<file path="src/sv/sts_pkg.sv">
// ----------------------------------------------------------------------------
// sts_pkg
// Shared types and constants of the syslog timestamp packer: field widths,
// the scan phase encoding and the structures passed between its stages.
// ----------------------------------------------------------------------------
package sts_pkg;

  localparam int unsigned CHAR_W     = 8;
  localparam int unsigned FIELD_W    = 6;
  localparam int unsigned NUM_FIELDS = 5;
  localparam int unsigned TIME_W     = FIELD_W * NUM_FIELDS;
  localparam int unsigned POS_W      = 5;
  localparam int unsigned CNT_W      = 3;
  localparam int unsigned MLEN_W     = 3;
  localparam int unsigned FLAG_W     = 7;
  localparam int unsigned MONTH_W    = 3 * CHAR_W;
  localparam int unsigned MCODE_W    = 4;

  // Padded widths of the stream data buses.
  localparam int unsigned IN_TDATA_W  = ((CHAR_W + 7) / 8) * 8;
  localparam int unsigned OUT_TDATA_W = ((TIME_W + 7) / 8) * 8;

  // Shortest text that the scanner accepts as a complete timestamp.
  localparam logic [POS_W-1:0] MIN_LENGTH = POS_W'(15);
  localparam logic [POS_W-1:0] POS_MAX    = '1;

  localparam logic [CHAR_W-1:0] CHAR_NUL   = 8'h00;
  localparam logic [CHAR_W-1:0] CHAR_SPACE = 8'h20;
  localparam logic [CHAR_W-1:0] CHAR_COLON = 8'h3A;
  localparam logic [CHAR_W-1:0] CHAR_ZERO  = 8'h30;
  localparam logic [CHAR_W-1:0] CHAR_NINE  = 8'h39;

  // Separator pattern flags, one per checked offset.
  localparam int unsigned FL_SP3  = 0;
  localparam int unsigned FL_SP5  = 1;
  localparam int unsigned FL_SP6  = 2;
  localparam int unsigned FL_CO8  = 3;
  localparam int unsigned FL_CO9  = 4;
  localparam int unsigned FL_CO11 = 5;
  localparam int unsigned FL_CO12 = 6;

  typedef enum logic [2:0] {
    PH_LEAD,
    PH_MONTH,
    PH_SEP,
    PH_NUM,
    PH_DONE,
    PH_FAIL
  } phase_t;

  typedef struct packed {
    logic [CHAR_W-1:0] char_code;
    logic              is_last;
  } item_t;

  typedef struct packed {
    logic [TIME_W-1:0] packed_time;
    logic              parse_ok;
  } result_t;

  typedef struct packed {
    logic [POS_W-1:0]   char_position;
    logic [FLAG_W-1:0]  pattern_flags;
    logic [MONTH_W-1:0] month_chars;
    logic [MLEN_W-1:0]  month_len;
    logic [CNT_W-1:0]   field_count;
    logic [FIELD_W-1:0] field_value;
    logic               digit_run_open;
    logic [TIME_W-1:0]  packed_value;
    phase_t             scan_phase;
    logic               text_ended;
  } scan_state_t;

  localparam scan_state_t SCAN_RESET = '{
    char_position:  '0,
    pattern_flags:  '0,
    month_chars:    '0,
    month_len:      '0,
    field_count:    '0,
    field_value:    '0,
    digit_run_open: 1'b1,
    packed_value:   '0,
    scan_phase:     PH_LEAD,
    text_ended:     1'b0
  };

endpackage

</file>
<file path="src/sv/sts_in_reg.sv">
// ----------------------------------------------------------------------------
// sts_in_reg
// Input register: holds one character beat until the scanner takes it.
// ----------------------------------------------------------------------------
module sts_in_reg (
  input  logic           clk,
  input  logic           rst_n,
  input  logic           in_valid,
  output logic           in_ready,
  input  sts_pkg::item_t in_item,
  output logic           hold_valid,
  input  logic           hold_take,
  output sts_pkg::item_t hold_item
);

  logic           valid_r, valid_nxt;
  sts_pkg::item_t item_r, item_nxt;

  assign in_ready   = !valid_r || hold_take;
  assign hold_valid = valid_r;
  assign hold_item  = item_r;

  always_comb begin
    valid_nxt = valid_r;
    item_nxt  = item_r;
    if (in_ready) begin
      valid_nxt = in_valid;
      if (in_valid) begin
        item_nxt = in_item;
      end
    end
  end

  always_ff @(posedge clk) begin
    if (!rst_n) begin
      valid_r <= 1'b0;
    end else begin
      valid_r <= valid_nxt;
    end
    item_r <= item_nxt;
  end

endmodule

</file>
<file path="src/sv/sts_scan.sv">
// ----------------------------------------------------------------------------
// sts_scan
// Per-character tokeniser: updates the scan state for each beat and, on the
// beat that ends the string, forms the packed timestamp and clears itself.
// ----------------------------------------------------------------------------
module sts_scan (
  input  logic             clk,
  input  logic             rst_n,
  input  logic             item_valid,
  input  sts_pkg::item_t   item,
  input  logic             res_room,
  output logic             item_take,
  output logic             res_valid,
  output sts_pkg::result_t res
);

  localparam logic [sts_pkg::MONTH_W-1:0] MONTH_NAMES [12] = '{
    24'h4A616E, 24'h466562, 24'h4D6172, 24'h417072, 24'h4D6179, 24'h4A756E,
    24'h4A756C, 24'h417567, 24'h536570, 24'h4F6374, 24'h4E6F76, 24'h446563
  };

  sts_pkg::scan_state_t st_r, st_nxt;
  sts_pkg::scan_state_t st_step;
  logic                 form_two, form_one, ok;

  function automatic logic [sts_pkg::MCODE_W-1:0] month_code(
    input logic [sts_pkg::MONTH_W-1:0] chars
  );
    logic [sts_pkg::MCODE_W-1:0] m;
    m = '0;
    for (int i = 0; i < 12; i++) begin
      if (chars == MONTH_NAMES[i]) begin
        m = sts_pkg::MCODE_W'(i + 1);
      end
    end
    return m;
  endfunction

  function automatic sts_pkg::scan_state_t end_token(input sts_pkg::scan_state_t s);
    sts_pkg::scan_state_t        t;
    logic [sts_pkg::MCODE_W-1:0] m;
    logic [sts_pkg::CNT_W-1:0]   cnt;
    t   = s;
    m   = month_code(s.month_chars);
    cnt = s.field_count + 1'b1;
    case (s.scan_phase)
      sts_pkg::PH_MONTH: begin
        if (s.month_len == sts_pkg::MLEN_W'(3) && m != '0) begin
          t.packed_value = {sts_pkg::FIELD_W'(m), {(sts_pkg::TIME_W - sts_pkg::FIELD_W){1'b0}}};
          t.field_count  = sts_pkg::CNT_W'(1);
          t.scan_phase   = sts_pkg::PH_SEP;
        end else begin
          t.scan_phase = sts_pkg::PH_FAIL;
        end
      end
      sts_pkg::PH_NUM: begin
        t.field_count = cnt;
        case (cnt)
          3'd2: t.packed_value[4*sts_pkg::FIELD_W-1 -: sts_pkg::FIELD_W] = s.field_value;
          3'd3: t.packed_value[3*sts_pkg::FIELD_W-1 -: sts_pkg::FIELD_W] = s.field_value;
          3'd4: t.packed_value[2*sts_pkg::FIELD_W-1 -: sts_pkg::FIELD_W] = s.field_value;
          3'd5: t.packed_value[sts_pkg::FIELD_W-1 -: sts_pkg::FIELD_W]   = s.field_value;
          default: ;
        endcase
        t.scan_phase = (cnt >= sts_pkg::CNT_W'(sts_pkg::NUM_FIELDS)) ?
                       sts_pkg::PH_DONE : sts_pkg::PH_SEP;
      end
      default: ;
    endcase
    return t;
  endfunction

  // Fold one digit into the running value; anything else closes the run.
  function automatic sts_pkg::scan_state_t take_digit(
    input sts_pkg::scan_state_t      s,
    input logic [sts_pkg::CHAR_W-1:0] c
  );
    sts_pkg::scan_state_t        t;
    logic [sts_pkg::CHAR_W-1:0]  d;
    t = s;
    d = c - sts_pkg::CHAR_ZERO;
    if (s.digit_run_open && c >= sts_pkg::CHAR_ZERO && c <= sts_pkg::CHAR_NINE) begin
      t.field_value = (s.field_value << 3) + (s.field_value << 1) + d[sts_pkg::FIELD_W-1:0];
    end else begin
      t.digit_run_open = 1'b0;
    end
    return t;
  endfunction

  function automatic sts_pkg::scan_state_t feed(
    input sts_pkg::scan_state_t       s,
    input logic [sts_pkg::CHAR_W-1:0] c
  );
    sts_pkg::scan_state_t t;
    logic                 sep;
    t   = s;
    sep = (c == sts_pkg::CHAR_SPACE) || (c == sts_pkg::CHAR_COLON);
    case (s.scan_phase)
      sts_pkg::PH_LEAD: begin
        if (!sep) begin
          t.scan_phase  = sts_pkg::PH_MONTH;
          t.month_chars = sts_pkg::MONTH_W'(c);
          t.month_len   = sts_pkg::MLEN_W'(1);
        end
      end
      sts_pkg::PH_MONTH: begin
        if (sep) begin
          t = end_token(s);
        end else begin
          if (s.month_len < sts_pkg::MLEN_W'(3)) begin
            t.month_chars = {s.month_chars[sts_pkg::MONTH_W-sts_pkg::CHAR_W-1:0], c};
          end
          if (s.month_len < sts_pkg::MLEN_W'(4)) begin
            t.month_len = s.month_len + 1'b1;
          end
        end
      end
      sts_pkg::PH_SEP: begin
        if (!sep) begin
          t.scan_phase     = sts_pkg::PH_NUM;
          t.field_value    = '0;
          t.digit_run_open = 1'b1;
          t = take_digit(t, c);
        end
      end
      sts_pkg::PH_NUM: begin
        if (sep) begin
          t = end_token(s);
        end else begin
          t = take_digit(s, c);
        end
      end
      default: ;
    endcase
    return t;
  endfunction

  function automatic logic [sts_pkg::FLAG_W-1:0] mark_pattern(
    input logic [sts_pkg::FLAG_W-1:0] f,
    input logic [sts_pkg::POS_W-1:0]  pos,
    input logic [sts_pkg::CHAR_W-1:0] c
  );
    logic [sts_pkg::FLAG_W-1:0] g;
    g = f;
    if (c == sts_pkg::CHAR_SPACE) begin
      if (pos == sts_pkg::POS_W'(3)) g[sts_pkg::FL_SP3] = 1'b1;
      if (pos == sts_pkg::POS_W'(5)) g[sts_pkg::FL_SP5] = 1'b1;
      if (pos == sts_pkg::POS_W'(6)) g[sts_pkg::FL_SP6] = 1'b1;
    end else if (c == sts_pkg::CHAR_COLON) begin
      if (pos == sts_pkg::POS_W'(8))  g[sts_pkg::FL_CO8]  = 1'b1;
      if (pos == sts_pkg::POS_W'(9))  g[sts_pkg::FL_CO9]  = 1'b1;
      if (pos == sts_pkg::POS_W'(11)) g[sts_pkg::FL_CO11] = 1'b1;
      if (pos == sts_pkg::POS_W'(12)) g[sts_pkg::FL_CO12] = 1'b1;
    end
    return g;
  endfunction

  // A last beat may only move on when the result register can take it.
  assign item_take = item_valid && (!item.is_last || res_room);
  assign res_valid = item_take && item.is_last;

  always_comb begin
    st_step = st_r;
    if (!st_r.text_ended) begin
      if (item.char_code == sts_pkg::CHAR_NUL) begin
        st_step            = end_token(st_r);
        st_step.text_ended = 1'b1;
      end else begin
        st_step.pattern_flags = mark_pattern(st_r.pattern_flags, st_r.char_position,
                                             item.char_code);
        if (st_r.char_position != sts_pkg::POS_MAX) begin
          st_step.char_position = st_r.char_position + 1'b1;
        end
        st_step = feed(st_step, item.char_code);
      end
    end
    if (item.is_last && !st_step.text_ended) begin
      st_step = end_token(st_step);
    end

    // Two-digit day form: spaces at 3 and 6, colons at 9 and 12.
    form_two = st_step.pattern_flags[sts_pkg::FL_SP3] && st_step.pattern_flags[sts_pkg::FL_SP6]
            && st_step.pattern_flags[sts_pkg::FL_CO9] && st_step.pattern_flags[sts_pkg::FL_CO12];
    // One-digit day form: spaces at 3 and 5, colons at 8 and 11.
    form_one = st_step.pattern_flags[sts_pkg::FL_SP3] && st_step.pattern_flags[sts_pkg::FL_SP5]
            && st_step.pattern_flags[sts_pkg::FL_CO8] && st_step.pattern_flags[sts_pkg::FL_CO11];
    ok = (st_step.char_position >= sts_pkg::MIN_LENGTH) && (form_two || form_one)
      && (st_step.scan_phase == sts_pkg::PH_DONE)
      && (st_step.field_count == sts_pkg::CNT_W'(sts_pkg::NUM_FIELDS));

    res.packed_time = ok ? st_step.packed_value : '0;
    res.parse_ok    = ok;

    st_nxt = st_r;
    if (item_take) begin
      st_nxt = item.is_last ? sts_pkg::SCAN_RESET : st_step;
    end
  end

  always_ff @(posedge clk) begin
    if (!rst_n) begin
      st_r <= sts_pkg::SCAN_RESET;
    end else begin
      st_r <= st_nxt;
    end
  end

endmodule

</file>
<file path="src/sv/sts_out_reg.sv">
// ----------------------------------------------------------------------------
// sts_out_reg
// Result register: holds one packed timestamp until the sink takes it.
// ----------------------------------------------------------------------------
module sts_out_reg (
  input  logic             clk,
  input  logic             rst_n,
  input  logic             res_valid,
  input  sts_pkg::result_t res,
  output logic             res_room,
  output logic             out_valid,
  input  logic             out_ready,
  output sts_pkg::result_t out_res
);

  logic             valid_r, valid_nxt;
  sts_pkg::result_t res_r, res_nxt;

  assign res_room  = !valid_r || out_ready;
  assign out_valid = valid_r;
  assign out_res   = res_r;

  always_comb begin
    valid_nxt = valid_r;
    res_nxt   = res_r;
    if (res_room) begin
      valid_nxt = res_valid;
      if (res_valid) begin
        res_nxt = res;
      end
    end
  end

  always_ff @(posedge clk) begin
    if (!rst_n) begin
      valid_r <= 1'b0;
    end else begin
      valid_r <= valid_nxt;
    end
    res_r <= res_nxt;
  end

endmodule

</file>
<file path="src/sv/syslog_timestamp_packer.sv">
// ----------------------------------------------------------------------------
// syslog_timestamp_packer
// Parses a "Mmm dd hh:mm:ss" text line, one character per beat, and gives
// the packed month, day, hour, minute and second on the beat marked last.
//
//   Channel  Direction  Beat contents
//   in_      sink       tdata[7:0] character, tlast ends the string
//   out_     source     tdata[29:0] packed time, tuser parse flag
//
// One character beat is taken every cycle while no last beat waits for room
// in the result register; the scan state is updated in a single step between
// the input register and the result register.
// Back-pressure on out_ stalls only the last beat of the next string;
// other characters keep flowing while a result waits.
// Reset is synchronous and clears the scan state and both valid flags.
// ----------------------------------------------------------------------------
module syslog_timestamp_packer (
  input  logic                                clk,
  input  logic                                rst_n,
  input  logic                                in_tvalid,
  output logic                                in_tready,
  input  logic [sts_pkg::IN_TDATA_W-1:0]      in_tdata,   // [7:0] char_code
  input  logic                                in_tlast,
  output logic                                out_tvalid,
  input  logic                                out_tready,
  output logic [sts_pkg::OUT_TDATA_W-1:0]     out_tdata,  // [29:0] packed_time
  output logic                                out_tuser,  // [0] parse_ok
  output logic                                out_tlast
);

  sts_pkg::item_t   in_item, hold_item;
  sts_pkg::result_t res, out_res;
  logic             hold_valid, hold_take, res_valid, res_room;

  assign in_item.char_code = in_tdata[sts_pkg::CHAR_W-1:0];
  assign in_item.is_last   = in_tlast;

  sts_in_reg u_in_reg (
    .clk        (clk),
    .rst_n      (rst_n),
    .in_valid   (in_tvalid),
    .in_ready   (in_tready),
    .in_item    (in_item),
    .hold_valid (hold_valid),
    .hold_take  (hold_take),
    .hold_item  (hold_item)
  );

  sts_scan u_scan (
    .clk        (clk),
    .rst_n      (rst_n),
    .item_valid (hold_valid),
    .item       (hold_item),
    .res_room   (res_room),
    .item_take  (hold_take),
    .res_valid  (res_valid),
    .res        (res)
  );

  sts_out_reg u_out_reg (
    .clk       (clk),
    .rst_n     (rst_n),
    .res_valid (res_valid),
    .res       (res),
    .res_room  (res_room),
    .out_valid (out_tvalid),
    .out_ready (out_tready),
    .out_res   (out_res)
  );

  assign out_tdata = sts_pkg::OUT_TDATA_W'(out_res.packed_time);
  assign out_tuser = out_res.parse_ok;
  // Every result is a complete record of its own.
  assign out_tlast = 1'b1;

endmodule

</file>
<file path="config.mk">
export PLATFORM = sky130hd
export DESIGN_NAME = syslog_timestamp_packer
export DESIGN_NICKNAME = d
export VERILOG_FILES = /design/src/sv/sts_pkg.sv /design/src/sv/sts_in_reg.sv /design/src/sv/sts_scan.sv /design/src/sv/sts_out_reg.sv /design/src/sv/syslog_timestamp_packer.sv
export SDC_FILE = /design/constraint.sdc
export NUM_CORES = 1
export LEC_CHECK = 0
export BUFFER_PORTS_ARGS = -buffer_cell sky130_fd_sc_hd__buf_4
export CAP_MARGIN = 20
export CORE_MARGIN = 4
export CORE_UTILIZATION = 47
export DETAILED_ROUTE_END_ITERATION = 12
export GPL_TIMING_DRIVEN = 1
export PLACE_DENSITY = 0.66
export SLEW_MARGIN = 40
export SYNTH_ARGS = -nofsm -noshare
export SYNTH_HDL_FRONTEND = slang
export SYNTH_SLANG_ARGS = --single-unit
</file>
<file path="constraint.sdc">
create_clock -name clk -period 4.8 [get_ports clk]
set_clock_uncertainty 0.2 [all_clocks]
set_input_delay 0.96 -clock clk [delete_from_list [all_inputs] [get_ports clk]]
set_output_delay 0.96 -clock clk [all_outputs]
set_load 0.01 [all_outputs]
</file>
Word-level counts from Yosys, hierarchy flattened. Index checks and enable logic that the tools add are counted.

Latch bits: 0. ROM bits: 0. Logic and storage cells: 202. Output and inout port bits: 36. Bits of input ports: 13. Bits in writable memories: 0. Memories kept: 0. Flip-flop bits (word level): 125.

Magnitude comparators: 7. Equality and inequality tests: 51. Reductions and logical operators: 34. Shift operators: 0. Add/subtract/negate cells: 7. Multipliers: 0. Multiplexer cells: 87. Divide/modulo/power cells: 0. Bitwise operators: 0.

Operator list (number): $eq 24x23->1 const B (24); $mux 83 (3); $mux 44 (3); $pmux 40 s3 (1); $pmux 27 s2 (2); $pmux 27 s4 (1); $mux 4 (24); $mux 30 (3); $mux 6 (12); $mux 27 (2); $mux 3 (15); $mux 41 (1); $eq 3x2->1 const B (9); $mux 24 (1); $eq 5x4->1 const B (4); $eq 3x3->1 const B (6); $logic_and 1x1->1 (18); $eq 8x6->1 const B (2); $add 6x6->6 (2); $pmux 3 s2 (2); $pmux 3 s4 (1); $reduce_bool 4->1 (3); $mux 1 (11); $eq 5x3->1 const B (2); other kinds (20) (34).

Logic depth before layout (Yosys ltp).
Depth in word-level cells: 46. Gate-level depth with buffers: 16. Mapped depth without buffers: 15.

By module. Synthesis repeated with hierarchy kept, for this count alone.

Cell total of the unflattened synthesis: 1236. Area total of the unflattened synthesis: 9836.9 sq um.

Modules (own cells, without submodules): sts_scan (area an instance 8490.6 sq um, cells an instance 1181, instances 1); sts_out_reg (area an instance 988.4 sq um, cells an instance 36, instances 1); sts_in_reg (area an instance 327.8 sq um, cells an instance 14, instances 1); syslog_timestamp_packer (area an instance 30.0 sq um, cells an instance 5, instances 1).

Worst setup path before layout. No wires, ideal clock.

Kind: reg2reg. From: register u_scan.st_r[67] (netlist name). To: register u_out_reg.res_r (netlist bit u_out_reg.out_res[4]), data pin. Period minus slack after synthesis: 4.344 ns. Setup time: 0.260 ns. Arrival time: 3.883 ns. Slack: 0.456 ns. Cell stages (with the launch flop): 15. Path through: dfxtp_1 or4b_1 buf_2 or4_4 or4_1 o211a_2 a41oi_4 o211ai_1 a32o_2 ha_1 xnor2_2 and2_0 o21ai_0 o211ai_1 a21oi_2.

Cells in the longest elaborated chain, start to end: 32.

RTL lines: start: declaration (RTL line sts_scan.sv:22) `sts_pkg::scan_state_t st_r, st_nxt;`; start signal: assignment (RTL line sts_scan.sv:202) `st_r <= sts_pkg::SCAN_RESET;`; start signal: assignment (RTL line sts_scan.sv:204) `st_r <= st_nxt;`; $eq 24x23->1 (RTL line sts_scan.sv:32) `if (chars == MONTH_NAMES[i]) begin`; $mux 1 (RTL line sts_scan.sv:32); $mux 2 (RTL line sts_scan.sv:32); $mux 4 (10 in series) (RTL line sts_scan.sv:32); $mux 4 (RTL line sts_scan.sv:127) `if (sep) begin`; $mux 4 (RTL line sts_scan.sv:98) `case (s.scan_phase)`; $mux 4 (RTL line sts_scan.sv:165) `if (item.char_code == sts_pkg::CHAR_NUL) begin`; $mux 4 (RTL line sts_scan.sv:164) `if (!st_r.text_ended) begin`; [7 not listed]; $add 3x1->3 (RTL line sts_scan.sv:45) `cnt = s.field_count + 1'b1;`; $ge 3x3->1 (RTL line sts_scan.sv:65) `t.scan_phase = (cnt >= sts_pkg::CNT_W'(sts_pkg::NUM_FIELDS)) ?`; $mux 3 (RTL line sts_scan.sv:65); $pmux 27 s2 (RTL line sts_scan.sv:46) `case (s.scan_phase)`; $mux 44 * (RTL line sts_scan.sv:177) `if (item.is_last && !st_step.text_ended) begin`; $eq 3x3->1 (RTL line sts_scan.sv:188) `&& (st_step.scan_phase == sts_pkg::PH_DONE)`; $logic_and 1x1->1 (RTL line sts_scan.sv:188); $logic_and 1x1->1 (RTL line sts_scan.sv:189) `&& (st_step.field_count == sts_pkg::CNT_W'(sts_pkg::NUM_FIELDS));`; end signal: assignment (RTL line sts_out_reg.sv:40) `res_r <= res_nxt;`; end: declaration (RTL line sts_out_reg.sv:17) `sts_pkg::result_t res_r, res_nxt;`.

Mark *: on every way between the ends. The rest lies on a longest branch, timed or not. The select of a mux whose other input is x is not followed. A chain may end at the register's enable or synchronous reset.

Worst setup path after layout.
From: register u_scan.st_r[67] (netlist name). To: register u_out_reg.res_r (netlist bit u_out_reg.out_res[6]), data pin.

Same word-level chain as after synthesis.

==> impl_metrics.json <==
{
  "status": "completed",
  "ys_ff_latch": 125,
  "min_period_over_period_pct": 95.4,
  "first_global_vias": 8501,
  "startpoint_type": "flip-flop",
  "routed_wl_mm": 29.7,
  "antenna_found_initial": 0,
  "leakage_nw": 3.56,
  "power.density_mw_per_mm2": 252,
  "hold_viol": 0,
  "syn_avg_cell_area_um2": 8.22,
  "grt_pass1_wl_mm": 47.3,
  "synthTopCellsByCount": "nand2_1 (102), nor2_1 (90), dfxtp_1 (85), o21ai_0 (67), clkbuf_1 (55)",
  "synth_most_common_cell": "nand2_1",
  "row_count": 49,
  "seq_area_mm2": 0.00290,
  "cts_sinks": 125,
  "min_path_cells": 2,
  "fmax_ghz": 0.218,
  "met1_usage_pct": 38.6,
  "fin_crit_ns": 4.58,
  "num_io_pins": 49,
  "arrival_ns": 4.56,
  "whs_endpoint": "u_scan.st_r[8]$_SDFFE_PN0P_",
  "clk_pin_slew_ns": 0.06,
  "insertion_delay_ns": 0.43,
  "synth_area_leaders": "dfxtp_1 (19%), edfxtp_1 (14%), a22oi_1 (4.5%)",
  "dieWidth_um": 145,
  "yosysUniqueCellTypes": 100,
  "worstReg2RegEnd": "u_out_reg.out_res[6]$_SDFFCE_PN0P_",
  "synth_edf_count": 40,
  "fill_cells": 1701,
  "max_slew_margin_pct": 48.1,
  "drtAntennaViolNets": 0,
  "p_switching_mw": 0.668,
  "antenna_cells": 0,
  "die_area_mm2": 0.0211,
  "top_usage_layer": "met2",
  "die-height_um": 145,
  "postCtsHoldBufs": 0,
  "drv_cap": 0,
  "multi_input_area_mm2": 0.00552,
  "clockRootBuffer": "clkbuf_16",
  "grt_overflow": 0,
  "place_ws_ns": 0.143,
  "rsz0062_at_grt": "false",
  "grt_max_degree": 52,
  "critPathRequiredTime_ns": 4.78,
  "via_per_inst": 6.57,
  "intPower_mw": 1.94,
  "first_iter_violations": 1030,
  "gp_congestion": 1.04,
  "seqPwrFrac_pct": 42.8,
  "met2_usage_pct": 42.5,
  "holdCritPathClass": "flip-flop to flip-flop",
  "setup_tns_ns": 0,
  "ys_warn_count": 0,
  "r2r_slack_ns": 0.22,
  "vias": 9066,
  "grt_use_met3_pct": 7.08,
  "place_area_mm2": 0.00968,
  "pwr-share-clk_pct": 50.8,
  "stdcell_area_mm2": 0.0103,
  "power_frac_comb_pct": 6.4,
  "grt_usage_pct": 27.6,
  "syn_to_final_growth_pct": 16.6,
  "min_from": "u_scan.st_r[8]$_SDFFE_PN0P_",
  "worstSetupPathType": "flip-flop to flip-flop",
  "fin_nets": 1177,
  "cts_tree": "yes",
  "synthesis.instances": 1076,
  "yosysSeqAreaShare_pct": 32.8,
  "setup_ws_ns": 0.219,
  "cts_max_path_buffers": 2,
  "synth_top_area_cell": "dfxtp_1",
  "synthFlopType": "dfxtp_1",
  "reg2regPathDepth": 14,
  "drive_gt1_share_pct": 17.3,
  "synth_area_mm2": 0.00885,
  "crit_path_max_fanout": 10,
  "end_kind": "flip-flop",
  "first_pass_iters": 8,
  "setup_viol": 0,
  "p_sw_share_pct": 25.6,
  "htreeDepth": 4,
  "drv_slew": 0,
  "irDropWorstVdd_v": 0.000246,
  "cts_buffers": 17,
  "ys_async_sr_fraction_pct": 0,
  "max_slew.worst_pin.slew_ns": 0.779,
  "hpwl_mm": 21.6,
  "synth_top_area_share_pct": 19.2,
  "r2r-start": "u_scan.st_r[67]$_SDFFE_PN0P_",
  "drcViolationCount": 0,
  "drt-wirelength-per-cell_um": 21.5,
  "io_buffer_count": 45,
  "coreArea_mm2": 0.0182,
  "start_util_pct": 48.6
}
==> worst max-delay path: stages (launching register included) <==
cell      delay [ns]
dfxtp_1         0.39
or4b_1          0.59
buf_4           0.19
nor4_1          0.51
nand2_1         0.13
and4b_1         0.28
a41oi_4         0.27
o211ai_1        0.11
a32o_2          0.30
ha_1            0.24
xnor2_4         0.37
and2_0          0.32
o21ai_0         0.15
o211ai_1        0.22
a21oi_2         0.07
==> cells in the final DEF (no fill, tap or decap), drive strengths merged, types with 7 or more instances in the layout <==
master,Yosys,final
o32ai,11,11
nand3b,9,9
a21oi,52,52
nor3,18,18
a22o,13,13
and3,23,23
or3,8,8
ha,23,23
nand4b,7,7
o21ai,69,69
nor4,31,31
clkbuf,57,18
edfxtp,40,40
a31oi,9,9
a22oi,53,53
nand2b,27,27
nor2b,43,43
nand4,20,20
a32oi,17,17
nand2,102,102
mux2i,9,9
dfxtp,85,85
nor2,91,91
and2,14,14
nand3,32,32
o22ai,12,12
inv,41,47
o211ai,13,13
a211oi,7,7
buf,16,115
or4,10,10
==> worst max-delay path by stage <==
| stage | start | end | slack (ns) | cells after the start |
|---|---|---|---|---|
| 2_1_floorplan | u_scan.st_r[67]$_SDFFE_PN0P_ | u_out_reg.out_res[4]$_SDFFCE_PN0P_ | 0.46 | 14 |
| 3_3_place_gp | u_scan.st_r[65]$_SDFFE_PN0P_ | u_out_reg.out_res[23]$_SDFFCE_PN0P_ | 0.23 | 13 |
| 3_5_place_dp | u_scan.st_r[65]$_SDFFE_PN0P_ | u_out_reg.out_res[19]$_SDFFCE_PN0P_ | 0.14 | 13 |
| 4_1_cts | u_scan.st_r[65]$_SDFFE_PN0P_ | u_out_reg.out_res[19]$_SDFFCE_PN0P_ | 0.13 | 13 |
| 5_1_grt | u_scan.st_r[67]$_SDFFE_PN0P_ | u_out_reg.out_res[6]$_SDFFCE_PN0P_ | 0.008 | 14 |
| 6_report | u_scan.st_r[67]$_SDFFE_PN0P_ | u_out_reg.out_res[6]$_SDFFCE_PN0P_ | 0.22 | 14 |
==> cell families (layout without fill, tap and decap cells) <==
kind of cell	Yosys count	after routing	synth area share, %
multiplexers	15	15	1.78
XOR/XNOR	6	6	0.679
other	2	3	0.0849
buffers and inverters	114	188	5.33
AO/OA/AOI/OAI	317	317	25.7
AND/OR/NAND/NOR	471	471	29.7
adder cells (fa/ha/maj)	26	26	3.93
flip-flops	125	125	32.8
==> through the flow <==
stage                     total power [mW]  std cells  util [%]  hold slack (ns)
after floorplan                       1.24       1077         -            0.220
after CTS                             2.60       1378      56.4            0.262
final                                 2.60       1380      56.7            0.264
after global routing                  2.68       1380      56.7            0.296
after global placement                1.30       1346      53.1            0.237
after detailed placement              1.30       1346      53.1            0.245
==> area by class of cell <==
| cell class | count | share of cell area, % |
|---|---|---|
| multi-input combinational | 838 | 53.5 |
| sequential | 125 | 28.1 |
| timing repair buffer | 115 | 8.37 |
| clock buffer | 18 | 4.16 |
| tap | 229 | 2.78 |
| clock inverter | 14 | 1.54 |
| inverter | 41 | 1.49 |
==> timing repair <==
item / CTS / global route
gates resized for setup: 0 / 6
buffers inserted: 0 / 2
endpoints found under the hold margin: 0 / 0
endpoints found under the setup margin: 0 / 30
==> power groups by stage <==
stage | clock network [mW] | registers [mW] | logic (mW)
2_1_floorplan | 0 | 1.13 | 0.101
3_3_place_gp | 0 | 1.14 | 0.161
3_5_place_dp | 0 | 1.14 | 0.162
4_1_cts | 1.33 | 1.11 | 0.163
5_1_grt | 1.39 | 1.12 | 0.180
6_report | 1.32 | 1.11 | 0.167
==> routing by layer <==
metal / wire length, um / up-vias
met5: 0 / -
met4: 605 / 0
met3: 2800 / 72
met2: 13000 / 468
met1: 13300 / 4334
li1: - / 4192
==> sequential cells by signal (all words and copies together), names as in the netlist <==
register             flops
u_out_reg.out_res       31
u_in_reg.hold_valid      1
u_out_reg.out_valid      1
u_in_reg.hold_item       9
u_scan.st_r             83
No activity file was read; power rests on OpenSTA's default activity.
